`src/psn_ram.sv`:
```
// Generic single-port RAM with registered read.
`default_nettype none
module psn_ram #(
  parameter int WIDTH = 64,
  parameter int DEPTH = 64
) (
  input  wire logic                     clk,
  input  wire logic                     we,
  input  wire logic [$clog2(DEPTH)-1:0] addr,
  input  wire logic [WIDTH-1:0]         wdata,
  output logic      [WIDTH-1:0]         rdata
);
  logic [WIDTH-1:0] mem [DEPTH];

  always_ff @(posedge clk) begin
    if (we) begin
      mem[addr] <= wdata;
    end
    rdata <= mem[addr];
  end
endmodule
`default_nettype wire

```
`config.mk`:
```
export PLATFORM = sky130hd
export DESIGN_NAME = psn_ram
export DESIGN_NICKNAME = d
export VERILOG_FILES = /design/src/psn_ram.sv
export SDC_FILE = /design/constraint.sdc
export NUM_CORES = 2
export LEC_CHECK = 0
export ABC_AREA = 0
export BUFFER_PORTS_ARGS = -buffer_cell sky130_fd_sc_hd__buf_2
export CAP_MARGIN = 10
export CORE_MARGIN = 2
export CORE_UTILIZATION = 35
export DETAILED_ROUTE_END_ITERATION = 16
export SLEW_MARGIN = 10
export SYNTH_ARGS = -nofsm -noshare
export SYNTH_HDL_FRONTEND = slang
export SYNTH_SLANG_ARGS = --single-unit
```
`constraint.sdc`:
```
create_clock -name clk -period 7.07 [get_ports clk]
set_input_delay 1.0605 -clock clk [delete_from_list [all_inputs] [get_ports clk]]
set_output_delay 1.0605 -clock clk [all_outputs]
set_load 0.01 [all_outputs]
```
# Word-level counts from Yosys, hierarchy flattened
# Memory sizes are Yosys's and may differ from the RTL's. A register that Yosys moved wholly into a read port is not among the register bits.
# Index checks and enable logic that the tools add are counted.
classes:
  mux: 2
op_table:
  columns: ["op", "count"]
  rows:
  - ["1-bit two-way mux", 2]
word_totals:
  memories: 1
  word_cells: 3
  regBits: 0
  inputBits: 72
  ram_bits: 4096
mem_list:
  columns: ["memory", "depth", "word_bits", "rd", "rd_clocked_by_memory_dff", "wr", "line", "text"]
  rows:
  - ["mem", 64, 64, 1, 1, 1, "13", "logic [WIDTH-1:0] mem [DEPTH];"]

# Longest topological paths before layout
depth:
  word_depth: 2
  depth_mapped: 11
  ltp_nobuf: 6

# Worst setup path after synthesis
# No wires, ideal clock.
synth_timing:
  path_type: "in2reg"
  from: "input port addr[2]"
  to: "memory mem[15][0] (enable)"
  setup_ns: 0.487
  required_time_ns: 6.583
  path_stages: 9
  path_buffers: 7
  arrival_ns: 5.077
  slack_ns: 1.507
  path_cell_list: "buf_4 buf_6 buf_4 buf_4 buf_4 buf_4 buf_2 nand3_1 nor2_1"
synth_lines:
  columns: ["item", "line", "text"]
  rows:
  - ["start: declaration", "9", "input wire logic [$clog2(DEPTH)-1:0] addr,"]
  - ["end: declaration", "13", null]
# Straight into the memory's write port.

# Worst setup path after layout
layout_timing:
  from: "input port addr[1]"
  to: "memory mem[38][44] (enable)"
# Straight into the memory's write port.

==> results.cfg <==
[synthesis]
netlist_area_um2 = 155000
syn_area_per_cell_um2 = 18.0
ys_async_sr_fraction_pct = 0
synth_ff_type = edfxtp_1
synthDistinctLibCells = 57
syn_inst = 8619
ys_ff_latch = 4160
synth-edff-count = 4096
seq_area_frac_synth_pct = 79.9
synth_warnings = 0
synth_fp_nets = 8691
netlist_top_cells_area = edfxtp_1, a221oi_1, a22oi_1
synth_top_area_cell = edfxtp_1
yosys.area.top_type_share_pct = 79.1

[die]
start_util_pct = 35.2
fp.coreArea_um2 = 442000
dieHeight_um = 670
ios = 136
rows = 244
die_area_um2 = 449000
die_w_um = 670

[grt]
grt_pass1_vias = 87400
antenna_found_initial = 49
overflow = 0
grt_pass1_wl_mm = 692
grt_max_degree = 138
grtUsageTotal_pct = 21.4

[timing]
setup_tns_ns = 0
max-slew-margin-rel_pct = 9.59
rsz0062_at_grt = false
max_freq_mhz = 225
skew_ns = 0.0589
worstMarginPinSlew_ns = 1.36
fin_crit_ns = 4.45
setup_viol = 0
hold_viol_final = 0
fin_crit_sh_pct = 62.9
slew_viol_final = 0

[worst_hold_path]
hp-class = primary input to flip-flop

[critical_path]
worst_setup_path_end_kind = flip-flop
crit_chain = buf_8 > nor2b_4 > nand3_1 > nor2_4 > buf_4
path_max_fanout = 49
slowest_delay_ns = 1.35
cp.required_ns = 7.64
critPathTopFamily = simple AND/OR/NAND/NOR gates
critPathBufInv = 2
critPathLaunchType = primary input
worst_ep_arrival_time_ns = 5.02
slowest_stage = nor2_4
crit_type = primary input to flip-flop

[power_and_ir_drop]
p_per_area_nw_per_um2 = 288
peakVddDrop_mv = 0.255
p_leak_uw = 0.0543

[clock_tree]
clk_pin_slew_ns = 0.06
cts_tree = built
clock_sinks = 4160
holdBufCountCts = 0
cts_setup_buffers = 0
clockBufferDepth = 4
insertion_delay_ns = 0.96
cts_max_level = 5
cts_resized = 0
cts_buffers = 399
cts-root-buf = clkbuf_16

[layout]
drive_gt1_share_pct = 14.8
utilization_pct = 40.0
final_common_cell = edfxtp_1
layout_common_cells = edfxtp_1, a22oi_1, a221oi_1, o22ai_1, clkbuf_16
nNetsFinal = 8858
area_delta_synth_final_pct = 13.8

[drt]
vias_per_cell = 6.06
vias = 91100
ant_nets = 0
drt_iter0_markers = 14300
wire_per_inst_um = 33.2
drc = 0
firstDrtPassIters = 9
wirelength_mm = 499

[placed_design]
port_buffers = 135
finalWeightedCongestion = 0.821
hpwl_mm = 269

[outcome]
status = completed

[run]
cap_violations = 0
==> logic make-up after synthesis <==
family                 after synthesis  share of synthesized area [%]
AOI/OAI and AO/OA                 2389                           11.3
muxes                              604                           4.56
and+or+nand+nor                    808                           2.28
DFF                               4160                           79.9
buffers and inverters              658                           1.89
==> area by class of cell <==
class	count	area, um2
fill	39400	265000
sequential	4160	124000
multi-input combinational	3801	28900
clock buffer	534	10800
tap	5904	7390
timing repair buffer	421	3690
clock inverter	199	1750
antenna	14	35.0
inverter	3	28.8
==> metrics by stage <==
step / hold slack (ns) / setup slack [ns] / instances / power, uW / cell area (um2)
floorplan: 0.559 / 1.51 / 8619 / 29200 / 155000
global placement: 0.598 / 1.93 / 14300 / 30600 / 164000
detailed placement: 0.595 / 1.87 / 14300 / 30600 / 164000
CTS: 0.607 / 2.84 / 15000 / 51100 / 177000
global route: 0.548 / 2.70 / 15000 / 52200 / 177000
finish: 0.559 / 2.62 / 15000 / 51000 / 177000
==> report_power, final <==
part           internal, uW  leakage, uW  switching, uW
Clock                 11700      0.00613           9180
Combinational           705       0.0108           1910
Sequential            27300       0.0374            167
Total                 39700       0.0543          11300
==> worst reg2reg max path: stages (launching register included) <==
cell	delay, ns
edfxtp_1	0.36
a22oi_1	0.28
o22ai_1	0.14
nor4_1	0.75
o2111ai_1	0.47
nand3b_1	0.31
==> synth_stat cells, types with 5 or more instances <==
cell,instances
a211oi_1,33
a21oi_1,210
a221o_1,30
a221oi_1,636
a222oi_1,28
a22o_1,6
a22oi_1,684
a311oi_1,27
buf_1,91
buf_2,253
buf_4,23
buf_6,8
clkbuf_1,280
dfxtp_1,64
edfxtp_1,4096
mux2_2,203
mux2i_1,337
mux4_2,63
nand2_1,311
nand3_1,7
nand3b_1,30
nand4_1,36
nor2_1,301
nor2b_1,8
nor3_1,24
nor4_1,58
o2111a_1,30
o2111ai_1,27
o21ai_0,139
o221ai_1,13
o22ai_1,506
o32ai_1,5
or3_1,7
or4_1,5
==> state kept, by name, indices dropped and copies added, names as in the netlist <==
signal,cells
rdata,64
mem,4096
==> worst paths after layout <==
check / to / slack, ns / startpoint / cells after the start
max: mem[38][44] / 2.62 / addr[1] / 5
min: mem[8][5] / 0.56 / wdata[5] / 1
max reg2reg: rdata[25] / 4.65 / mem[42][25] / 5
min reg2reg: rdata[57] / 0.60 / mem[18][57] / 4
==> metal layers <==
layer  GRT usage, %  wire length, um  share of wire [%]  vias up
met1           29.7           195000                 39    47400
met5          0.106              193              0.039        -
met4           7.88            20900                4.2       19
met3           4.54            56200                 11     1071
li1               -                -                  -    36500
met2           33.3           227000                 45     6105
No activity file was read; power rests on OpenSTA's default activity.
